### src/hw/rtl/tksel_pkg.sv
// Shared types and constants for the streaming top-k selector.
// No dependencies; compiled first.
package tksel_pkg;

   localparam int MAX_ENTRIES = 16;
   localparam int CNT_W       = $clog2(MAX_ENTRIES + 1);
   localparam int SCORE_W     = 32;
   localparam int TAG_W       = 16;
   localparam int KLIM_W      = 5;
   localparam logic [KLIM_W-1:0] K_LIMIT_RESET = 5'd10;

   localparam int CSR_DATA_W = 32;
   localparam int CSR_ADDR_W = 3;
   localparam logic [CSR_ADDR_W-3:0] REG_K_LIMIT = '0;

   localparam logic CMD_OFFER = 1'b0;
   localparam logic CMD_FLUSH = 1'b1;

   // per-cycle operation broadcast to every cell
   localparam logic [1:0] OP_HOLD    = 2'd0;
   localparam logic [1:0] OP_INSERT  = 2'd1;
   localparam logic [1:0] OP_REPLACE = 2'd2;
   localparam logic [1:0] OP_SHIFT   = 2'd3;

   typedef struct packed {
      logic [1:0]                op;
      logic signed [SCORE_W-1:0] score;
      logic [TAG_W-1:0]          tag;
   } cell_ctrl_type;

   typedef struct packed {
      logic                      valid;
      logic signed [SCORE_W-1:0] score;
      logic [TAG_W-1:0]          tag;
   } cell_state_type;

endpackage

### src/hw/rtl/tksel_if.sv
// Valid/ready stream interfaces for the request and response channels.
// Depends on tksel_pkg.
interface tksel_req_if;
   logic                                valid;
   logic                                ready;
   logic                                cmd;
   logic signed [tksel_pkg::SCORE_W-1:0] score;
   logic [tksel_pkg::TAG_W-1:0]          tag;

   modport source (output valid, output cmd, output score, output tag, input ready);
   modport sink   (input valid, input cmd, input score, input tag, output ready);
endinterface

interface tksel_rsp_if;
   logic                                valid;
   logic                                ready;
   logic signed [tksel_pkg::SCORE_W-1:0] out_score;
   logic [tksel_pkg::TAG_W-1:0]          out_tag;
   logic                                last;

   modport source (output valid, output out_score, output out_tag, output last, input ready);
   modport sink   (input valid, input out_score, input out_tag, input last, output ready);
endinterface

### src/hw/rtl/tksel_cell.sv
// One slot of the sorted chain: holds one entry, trades with its neighbors.
// Depends on tksel_pkg.
module tksel_cell (
   input  logic                      clock,
   input  logic                      reset,
   input  tksel_pkg::cell_ctrl_type  ctrl,
   input  tksel_pkg::cell_state_type left_st,
   input  logic                      left_le,
   input  tksel_pkg::cell_state_type right_st,
   input  logic                      right_le,
   output tksel_pkg::cell_state_type st,
   output logic                      le
);
   import tksel_pkg::*;

   cell_state_type st_ff, st_in;

   assign st = st_ff;
   // held score not above the offered one
   assign le = st_ff.valid && (st_ff.score <= ctrl.score);

   always_comb begin
      st_in = st_ff;
      case (ctrl.op)
         OP_INSERT: begin
            if (le) begin
               st_in = st_ff;
            end else if (left_le) begin
               st_in = '{valid: 1'b1, score: ctrl.score, tag: ctrl.tag};
            end else begin
               st_in = left_st;
            end
         end
         OP_REPLACE: begin
            if (right_le) begin
               st_in = right_st;
            end else if (le) begin
               st_in = '{valid: 1'b1, score: ctrl.score, tag: ctrl.tag};
            end else begin
               st_in = st_ff;
            end
         end
         OP_SHIFT: st_in = right_st;
         default:  st_in = st_ff;
      endcase
   end

   // only the valid bit is reset; score and tag are dont-care while invalid
   always_ff @(posedge clock) begin
      st_ff.score <= st_in.score;
      st_ff.tag   <= st_in.tag;
      if (reset) begin
         st_ff.valid <= 1'b0;
      end else begin
         st_ff.valid <= st_in.valid;
      end
   end

endmodule

### src/hw/rtl/tksel_chain.sv
// Row of MAX_ENTRIES cells, ascending by score from the head.
// Depends on tksel_pkg and tksel_cell.
module tksel_chain (
   input  logic                      clock,
   input  logic                      reset,
   input  tksel_pkg::cell_ctrl_type  ctrl,
   output tksel_pkg::cell_state_type head
);
   import tksel_pkg::*;

   cell_state_type st [MAX_ENTRIES];
   logic           le [MAX_ENTRIES];

   for (genvar i = 0; i < MAX_ENTRIES; i++) begin : g_cell
      cell_state_type left_st, right_st;
      logic           left_le, right_le;

      if (i == 0) begin : g_head
         // new entry enters the head when nothing below it
         assign left_st = '{valid: 1'b1, score: ctrl.score, tag: ctrl.tag};
         assign left_le = 1'b1;
      end else begin : g_mid_l
         assign left_st = st[i-1];
         assign left_le = le[i-1];
      end

      if (i == MAX_ENTRIES - 1) begin : g_tail
         assign right_st = '{valid: 1'b0, score: ctrl.score, tag: ctrl.tag};
         assign right_le = 1'b0;
      end else begin : g_mid_r
         assign right_st = st[i+1];
         assign right_le = le[i+1];
      end

      tksel_cell u_cell (
         .clock    (clock),
         .reset    (reset),
         .ctrl     (ctrl),
         .left_st  (left_st),
         .left_le  (left_le),
         .right_st (right_st),
         .right_le (right_le),
         .st       (st[i]),
         .le       (le[i])
      );
   end

   assign head = st[0];

endmodule

### src/hw/rtl/tksel_csr.sv
// APB-style register block holding k_limit.
// Depends on tksel_pkg.
module tksel_csr (
   input  logic                                 clock,
   input  logic                                 reset,
   input  logic                                 csr_psel,
   input  logic                                 csr_penable,
   input  logic                                 csr_pwrite,
   input  logic [tksel_pkg::CSR_ADDR_W-1:0]      csr_paddr,
   input  logic [tksel_pkg::CSR_DATA_W-1:0]      csr_pwdata,
   output logic [tksel_pkg::CSR_DATA_W-1:0]      csr_prdata,
   output logic                                 csr_pready,
   output logic [tksel_pkg::KLIM_W-1:0]          k_limit
);
   import tksel_pkg::*;

   logic [KLIM_W-1:0] k_limit_ff, k_limit_in;
   logic              sel_k;

   assign sel_k      = (csr_paddr[CSR_ADDR_W-1:2] == REG_K_LIMIT);
   assign csr_pready = 1'b1;
   assign k_limit    = k_limit_ff;
   assign csr_prdata = sel_k ? CSR_DATA_W'(k_limit_ff) : '0;

   always_comb begin
      k_limit_in = k_limit_ff;
      if (csr_psel && csr_penable && csr_pwrite && sel_k) begin
         k_limit_in = csr_pwdata[KLIM_W-1:0];
      end
   end

   always_ff @(posedge clock) begin
      if (reset) begin
         k_limit_ff <= K_LIMIT_RESET;
      end else begin
         k_limit_ff <= k_limit_in;
      end
   end

endmodule

### src/hw/rtl/streaming_top_k_selector_unit.sv
// Streaming top-k selector: one offer word per cycle while no flush drains.
// A flush of n held entries drains its n words from the head of the
// cell chain, first word valid the cycle after the flush is taken; requests
// stall until the word marked last is taken. An empty flush yields nothing.
// Reset (synchronous, active high) empties the chain and sets k_limit to 10.
module streaming_top_k_selector_unit (
   input  logic                             clock,
   input  logic                             reset,
   tksel_req_if.sink                        req,
   tksel_rsp_if.source                      rsp,
   input  logic                             csr_psel,
   input  logic                             csr_penable,
   input  logic                             csr_pwrite,
   input  logic [tksel_pkg::CSR_ADDR_W-1:0] csr_paddr,
   input  logic [tksel_pkg::CSR_DATA_W-1:0] csr_pwdata,
   output logic [tksel_pkg::CSR_DATA_W-1:0] csr_prdata,
   output logic                             csr_pready
);
   import tksel_pkg::*;

   localparam logic ST_COLLECT = 1'b0;
   localparam logic ST_DRAIN   = 1'b1;

   logic              state_ff, state_in;
   logic [CNT_W-1:0]  count_ff, count_in;
   logic [KLIM_W-1:0] k_limit;
   logic [31:0]       k_eff;
   logic              full;
   logic              beats_head;
   logic              req_take, rsp_take;
   cell_ctrl_type     ctrl;
   cell_state_type    head;

   tksel_csr u_csr (
      .clock       (clock),
      .reset       (reset),
      .csr_psel    (csr_psel),
      .csr_penable (csr_penable),
      .csr_pwrite  (csr_pwrite),
      .csr_paddr   (csr_paddr),
      .csr_pwdata  (csr_pwdata),
      .csr_prdata  (csr_prdata),
      .csr_pready  (csr_pready),
      .k_limit     (k_limit)
   );

   tksel_chain u_chain (
      .clock (clock),
      .reset (reset),
      .ctrl  (ctrl),
      .head  (head)
   );

   // k of zero acts as one; k above chain depth is capped by the depth check
   assign k_eff = (k_limit == '0) ? 32'd1 : 32'(k_limit);
   assign full  = (32'(count_ff) >= k_eff) || (32'(count_ff) >= 32'(MAX_ENTRIES));

   // strict compare: a tie with the smallest held score is dropped
   assign beats_head = head.valid && (req.score > head.score);

   assign req.ready = (state_ff == ST_COLLECT);
   assign req_take  = req.valid && req.ready;

   // drain straight off the head cell; it is a register
   assign rsp.valid     = (state_ff == ST_DRAIN);
   assign rsp.out_score = head.score;
   assign rsp.out_tag   = head.tag;
   assign rsp.last      = (count_ff == CNT_W'(1));
   assign rsp_take      = rsp.valid && rsp.ready;

   always_comb begin
      ctrl.op    = OP_HOLD;
      ctrl.score = req.score;
      ctrl.tag   = req.tag;
      state_in   = state_ff;
      count_in   = count_ff;
      case (state_ff)
         ST_COLLECT: begin
            if (req_take) begin
               if (req.cmd == CMD_FLUSH) begin
                  if (count_ff != '0) begin
                     state_in = ST_DRAIN;
                  end
               end else if (!full) begin
                  ctrl.op  = OP_INSERT;
                  count_in = count_ff + CNT_W'(1);
               end else if (beats_head) begin
                  // evict smallest, count unchanged
                  ctrl.op = OP_REPLACE;
               end
            end
         end
         ST_DRAIN: begin
            if (rsp_take) begin
               ctrl.op  = OP_SHIFT;
               count_in = count_ff - CNT_W'(1);
               if (rsp.last) begin
                  state_in = ST_COLLECT;
               end
            end
         end
         default: state_in = ST_COLLECT;
      endcase
   end

   always_ff @(posedge clock) begin
      if (reset) begin
         state_ff <= ST_COLLECT;
         count_ff <= '0;
      end else begin
         state_ff <= state_in;
         count_ff <= count_in;
      end
   end

endmodule

### src/flat_wrapper.sv
// flat-port wrapper written by rule: the top's interface ports become plain ports
module streaming_top_k_selector_unit_flat import tksel_pkg::*;
  (clock, reset, csr_psel, csr_penable, csr_pwrite, csr_paddr, csr_pwdata, csr_prdata, csr_pready, req_valid, req_cmd, req_score, req_tag, req_ready, rsp_valid, rsp_out_score, rsp_out_tag, rsp_last, rsp_ready);
  tksel_req_if req_i ();
  tksel_rsp_if rsp_i ();
  input  logic clock;
  input  logic reset;
  input  logic csr_psel;
  input  logic csr_penable;
  input  logic csr_pwrite;
  input  logic [tksel_pkg::CSR_ADDR_W-1:0] csr_paddr;
  input  logic [tksel_pkg::CSR_DATA_W-1:0] csr_pwdata;
  output logic [tksel_pkg::CSR_DATA_W-1:0] csr_prdata;
  output logic csr_pready;
  input wire logic [$bits(req_i.valid)-1:0] req_valid;
  input wire logic [$bits(req_i.cmd)-1:0] req_cmd;
  input wire logic [$bits(req_i.score)-1:0] req_score;
  input wire logic [$bits(req_i.tag)-1:0] req_tag;
  output wire logic [$bits(req_i.ready)-1:0] req_ready;
  output wire logic [$bits(rsp_i.valid)-1:0] rsp_valid;
  output wire logic [$bits(rsp_i.out_score)-1:0] rsp_out_score;
  output wire logic [$bits(rsp_i.out_tag)-1:0] rsp_out_tag;
  output wire logic [$bits(rsp_i.last)-1:0] rsp_last;
  input wire logic [$bits(rsp_i.ready)-1:0] rsp_ready;
  assign req_i.valid = req_valid;
  assign req_i.cmd = req_cmd;
  assign req_i.score = req_score;
  assign req_i.tag = req_tag;
  assign req_ready = req_i.ready;
  assign rsp_valid = rsp_i.valid;
  assign rsp_out_score = rsp_i.out_score;
  assign rsp_out_tag = rsp_i.out_tag;
  assign rsp_last = rsp_i.last;
  assign rsp_i.ready = rsp_ready;
  streaming_top_k_selector_unit u_core (.clock(clock), .reset(reset), .req(req_i), .rsp(rsp_i), .csr_psel(csr_psel), .csr_penable(csr_penable), .csr_pwrite(csr_pwrite), .csr_paddr(csr_paddr), .csr_pwdata(csr_pwdata), .csr_prdata(csr_prdata), .csr_pready(csr_pready));
endmodule
### config.mk
export PLATFORM = sky130hd
export DESIGN_NAME = streaming_top_k_selector_unit_flat
export DESIGN_NICKNAME = d
export VERILOG_FILES = /design/src/hw/rtl/tksel_pkg.sv /design/src/hw/rtl/tksel_if.sv /design/src/hw/rtl/tksel_cell.sv /design/src/hw/rtl/tksel_chain.sv /design/src/hw/rtl/tksel_csr.sv /design/src/hw/rtl/streaming_top_k_selector_unit.sv /design/src/flat_wrapper.sv
export SDC_FILE = /design/constraint.sdc
export NUM_CORES = 2
export LEC_CHECK = 0
export BUFFER_PORTS_ARGS = -buffer_cell sky130_fd_sc_hd__buf_4
export CORE_ASPECT_RATIO = 0.7
export CORE_MARGIN = 2
export CORE_UTILIZATION = 60
export DETAILED_ROUTE_END_ITERATION = 10
export PLACE_DENSITY = 0.74
export SYNTH_ARGS = -nofsm -noshare
export SYNTH_HDL_FRONTEND = slang
export SYNTH_HIERARCHICAL = 1
export SYNTH_SLANG_ARGS = --single-unit
### constraint.sdc
create_clock -name clock -period 7.11 [get_ports clock]
set_clock_uncertainty 0.05 [all_clocks]
set_input_delay 0.3555 -clock clock [delete_from_list [all_inputs] [get_ports clock]]
set_output_delay 0.3555 -clock clock [all_outputs]
set_load 0.005 [all_outputs]
## After elaboration in Yosys (flattened, before gate mapping)

Index checks and enable logic that the tools add are counted.
Widths: inputs -> output; s select.

- Input bits: 91
- Flip-flop bits (word level): 795
- Output and inout port bits: 84
- Word-level logic and storage cells: 180

- Add/sub/neg operators: 2
- Bitwise operators: 2
- Magnitude comparators: 19
- Equal/unequal tests: 10
- Multiplexer cells: 67
- Reduce and logical (&&, ||, !) cells: 29

Operator list:

| cell | number |
|---|---|
| $pmux 49 s3 | 16 |
| $mux 49 | 32 |
| $le 32x32->1 | 16 |
| $ge 5x32->1 | 1 |
| $gt 32x32->1 | 1 |
| $mux 5 | 6 |
| $logic_and 1x1->1 | 22 |
| $ne 2x2->1 const B | 6 |
| $mux 2 | 5 |
| $pmux 5 s2 | 1 |
| $add 5x1->5 const B | 1 |
| $eq 5x1->1 const B | 1 |
| $ge 5x5->1 const B | 1 |
| $logic_not 5->1 | 1 |
| $mux 1 | 5 |
| $reduce_bool 5->1 | 1 |
| $sub 5x1->5 const B | 1 |
| $eq 2x2->1 const B | 2 |
| $pmux 2 s2 | 1 |
| $reduce_and 2->1 | 2 |
| $reduce_and 4->1 | 1 |
| $reduce_bool 3->1 | 1 |
| $eq 2x1->1 const B | 1 |
| $not 1->1 | 2 |
| 2 further kinds | 2 |

## Depth between registers and ports, before layout

- Depth after elaboration: 11
- Depth in mapped cells: 16
- Mapped depth without buffers: 14

## Cells and area by module

Netlist, hierarchy kept.

Modules (own cells, without submodules):

| module | cells each | area an instance (µm²) | sequential area each (µm²) | instances |
|---|---|---|---|---|
| tksel_cell at u_core.u_chain.g_cell[0].u_cell ... | 362 | 3413.3 | 1461.4 | 10 |
| tksel_cell at u_core.u_chain.g_cell[5].u_cell ... | 361 | 3410.8 | 1461.4 | 5 |
| tksel_cell at u_core.u_chain.g_cell[12].u_cell | 363 | 3417.0 | 1461.4 | 1 |
| streaming_top_k_selector_unit | 184 | 1333.8 | 120.1 | 1 |
| tksel_csr | 58 | 489.2 | 100.1 | 1 |
| tksel_chain | 2 | 7.5 | 0.0 | 1 |

## Worst setup path before layout

Ideal clock, no wire load.

- Path kind: register -> register
- Start: register u_core.u_csr.k_limit_ff[2] (netlist: u_core/u_csr/k_limit[2])
- End: register u_core.u_chain.g_cell[0].u_cell.st_ff (netlist bit u_core/u_chain/g_cell[0].u_cell/st[0]), enable pin
- Path slack: 1894 ps
- Period minus slack after synthesis: 5216 ps
- Setup time: 459 ps
- Arrival: 4707 ps
- Cell stages (with the launch flop): 11
- Path through: dfxtp_1 inv_1 a41o_1 ha_1 nor2b_1 o21ai_1 a31oi_2 a22oi_2 inv_1 inv_1 o21ai_1

RTL lines:

| item | RTL line | source |
|---|---|---|
| start, declared | tksel_csr.sv:17 | `logic [KLIM_W-1:0] k_limit_ff, k_limit_in;` |
| start signal, assigned | tksel_csr.sv:36 | `k_limit_ff <= k_limit_in;` |
| end, declared | tksel_cell.sv:16 | `cell_state_type st_ff, st_in;` |

==> impl_metrics.json <==
{
  "overflow": 0,
  "ys_seq_area_share_pct": 41.8,
  "ant_nets": 0,
  "maxSlewViolCount": 21,
  "p_switching_mw": 5.15,
  "num_vias": 45800,
  "arrival_ps": 5660,
  "cts_buffers": 82,
  "mostFrequentLayoutCell": "a21oi_1",
  "max-slew-margin-rel_pct": -91.2,
  "reg2reg_from": "u_core/u_chain/g_cell[0].u_cell/st[30]",
  "die_area_sq_um": 96600,
  "syn2layout_area_growth_pct": 8.29,
  "final_nets": 6668,
  "grt_pass1_vias": 43300,
  "start_kind": "register",
  "routedWlPerCell_um": 21.1,
  "synth_area_leader_cell": "edfxtp_1",
  "crit_fanout": 99,
  "vias_per_cell": 6.23,
  "rsz0062_at_grt": "no",
  "worstSkewPairLatency_ps": 700,
  "io_pins": 175,
  "p_int_mw": 10.3,
  "yosysUniqueCellTypes": 55,
  "status": "finished with violations",
  "cp_cell_sequence": "inv_1 > ha_1 > nand4_1 > nor4_1 > o21ai_0 > a21oi_1 > o21ai_0 > nand3_4 > buf_12 > nand2_2 > buf_4 > nor2_1 > a21oi_1",
  "powerDensity_nw_per_um2": 253,
  "hold_violations": 0,
  "p_leak_nw": 26.8,
  "final_cell_mix": "a21oi_1 (872), nor2_1 (794), edfxtp_1 (768), mux2i_1 (676), inv_1 (616)",
  "path_class": "reg2reg",
  "violations": "slew limit",
  "fin_tns_setup_ps": 0,
  "synth_edf_count": 768,
  "max_freq_mhz": 189,
  "critPathBufInv": 3,
  "setup_violations": 0,
  "holdCritStartpoint": "reset",
  "hpwlAfterDp_um": 114000,
  "pwr-share-comb_pct": 27.6,
  "synth_ff_type": "edfxtp_1",
  "core-area_sq_um": 93600,
  "grt_start_max_net_pins": 100,
  "slowest_delay_ps": 860,
  "critPathSlowestCell": "nor4_1",
  "cts_root_buffer": "clkbuf_16",
  "path_clk_slew_ps": 70,
  "synth_area_leaders": "edfxtp_1 (41%), ha_1 (12%), mux2i_1 (12%)",
  "dpl-instance-area_sq_um": 58400,
  "p_seq_share_pct": 43.9,
  "io_buffers": 117,
  "peakVddDrop_uv": 220,
  "p_clk_share_pct": 28.4,
  "syn-cell-area_sq_um": 56400,
  "drc_errors": 0,
  "finalCritPeriodShare_pct": 74.5,
  "antenna_found_initial": 3,
  "end_kind": "register",
  "finalInstanceArea_sq_um": 61100,
  "cts-htree-levels": 3,
  "dr.pass1.iters": 7,
  "multiInputGateArea_sq_um": 29600,
  "cap_violations": 0,
  "synth_top_area_share_pct": 40.9,
  "core.rowCount": 94,
  "worst_pin_slew_ps": 2860,
  "fillers": 7656,
  "grt_use_total_pct": 31.3,
  "initial_core_util_pct": 60.3,
  "seq_area_sq_um": 23600,
  "fp.dieW_um": 371,
  "avgSynthCellArea_sq_um": 9.36,
  "synth-seq-cells": 795,
  "drt_iter0_drc": 5465,
  "synth-async-reset-ratio_pct": 0,
  "cts_sinks": 795,
  "min_path_type": "in2reg",
  "ys_warn_count": 6,
  "clock_path_buffers": 3,
  "critPathLaunch": "u_core/u_chain/g_cell[0].u_cell/st[30]",
  "grt_first_pass_wirelength_um": 240000,
  "critPathTopFamily": "simple AND/OR/NAND/NOR gates",
  "cp.required_ps": 7480,
  "synth_cells": 6032,
  "die_h_um": 261,
  "cts_tree": "yes",
  "swShare_pct": 33.4,
  "totalWireLength_um": 155000,
  "drive_gt1_share_pct": 7.03,
  "gp_congestion": 0.905,
  "fin_crit_ps": 5300
}
==> final cells by class <==
type	count	area share (%)
multi-input combinational	4344	48.4
clock buffer	98	3.49
tap	1248	2.56
timing repair buffer	185	2.34
inverter	617	3.79
sequential	795	38.6
antenna	3	0.0123
clock inverter	53	0.807
==> layer usage <==
metal	vias to the layer above	GRT usage, %	share of wire, %
li1	21600	-	-
met1	22200	48.1	46
met2	1855	45.8	43
met3	161	6.11	10
met4	0	6.24	1.4
met5	-	0	0
==> sequential cells by signal, summed over array words and instances, names as in the netlist <==
register	flops
u_core/u_chain/g_cell.u_cell/st	784
u_core/count_ff	5
u_core/u_csr/k_limit	5
u_core/rsp.valid	1
==> cells in the mapped netlist, types with 4 or more instances <==
library cell  number
ha_1             552
o21ai_0          103
nand2b_1          23
o41ai_1           16
edfxtp_1         768
a211oi_1          99
nand4_1           86
nand3_1           84
nor3_1            20
a31oi_1           85
a21boi_0          16
a21oi_1          872
a22oi_1           18
nor2_2             6
a21oi_2           10
or3_1             19
nor2_1           803
o22ai_1           64
o21ai_1           18
or4_4             16
buf_4             28
nor4_2            16
and2b_2            5
a221oi_1          17
mux2i_1          676
or2_1             10
buf_1             54
dfxtp_1           27
or3_4             16
buf_2             43
nor2b_1          100
nor3b_1           16
nor4_1            19
nand2_1          433
or2_2             22
o21bai_1          16
clkbuf_1         187
inv_1            617
and3b_1           33
conb_1             4
==> what timing repair did <==
action                                 in CTS  in global routing
setup buffers                               0                  0
resized for setup                           0                  0
hold buffers                                7                  0
endpoints found under the hold margin       6                  0
==> worst reg2reg max path, delay by kind of cell, from the launching register on <==
family / cells / cell delay [ps]
flops: 1 / 470
fa+ha+maj: 1 / 320
compound gates: 4 / 790
buf+inv: 3 / 1020
simple gates: 5 / 2390
==> cells by family (layout without fill, tap and decap cells) <==
logic type	after synthesis	after routing	synth area share (%)
adder cells (fa/ha/maj)	552	552	12.2
flip-flops	795	795	41.8
AND/OR/NAND/NOR	1732	1732	14.2
buffers and inverters	930	953	6.48
multiplexers	676	676	12.0
other	4	44	0.0266
AO/OA/AOI/OAI	1341	1341	13.2
XOR/XNOR	2	2	0.0310
==> worst paths after layout <==
path | end | slack, ps | depth (start not counted)
min reg2reg | u_core/u_csr/k_limit[4] | 470 | 2
max reg2reg | u_core/u_chain/g_cell[13].u_cell/st[8] | 1810 | 13
max | u_core/u_chain/g_cell[13].u_cell/st[8] | 1810 | 13
min | u_core/count_ff[3] | 50 | 2
==> power groups by stage <==
| stage | Combinational (mW) | Sequential [mW] | Clock (mW) |
|---|---|---|---|
| 6_report | 4.26 | 6.78 | 4.39 |
| 5_1_grt | 4.67 | 6.85 | 4.60 |
| 4_1_cts | 4.14 | 6.77 | 4.43 |
| 3_5_place_dp | 4.11 | 6.86 | 0 |
| 3_3_place_gp | 3.92 | 6.86 | 0 |
| 2_1_floorplan | 3.03 | 6.63 | 0 |
==> metrics by stage <==
| stage | util, % | std cells | hold slack [ps] | total power, mW | setup slack (ps) |
|---|---|---|---|---|---|
| 3_5_place_dp | 62.4 | 7182 | 447 | 11.0 | 1870 |
| 6_report | 65.3 | 7343 | 48.5 | 15.4 | 1810 |
| 3_3_place_gp | 62.4 | 7182 | 431 | 10.8 | 1960 |
| 5_1_grt | 65.3 | 7340 | 40.2 | 16.1 | 1520 |
| 4_1_cts | 65.3 | 7340 | 17.8 | 15.3 | 2070 |
| 2_1_floorplan | - | 6069 | 375 | 9.66 | 1890 |
Power figures use the tool's default switching activity.
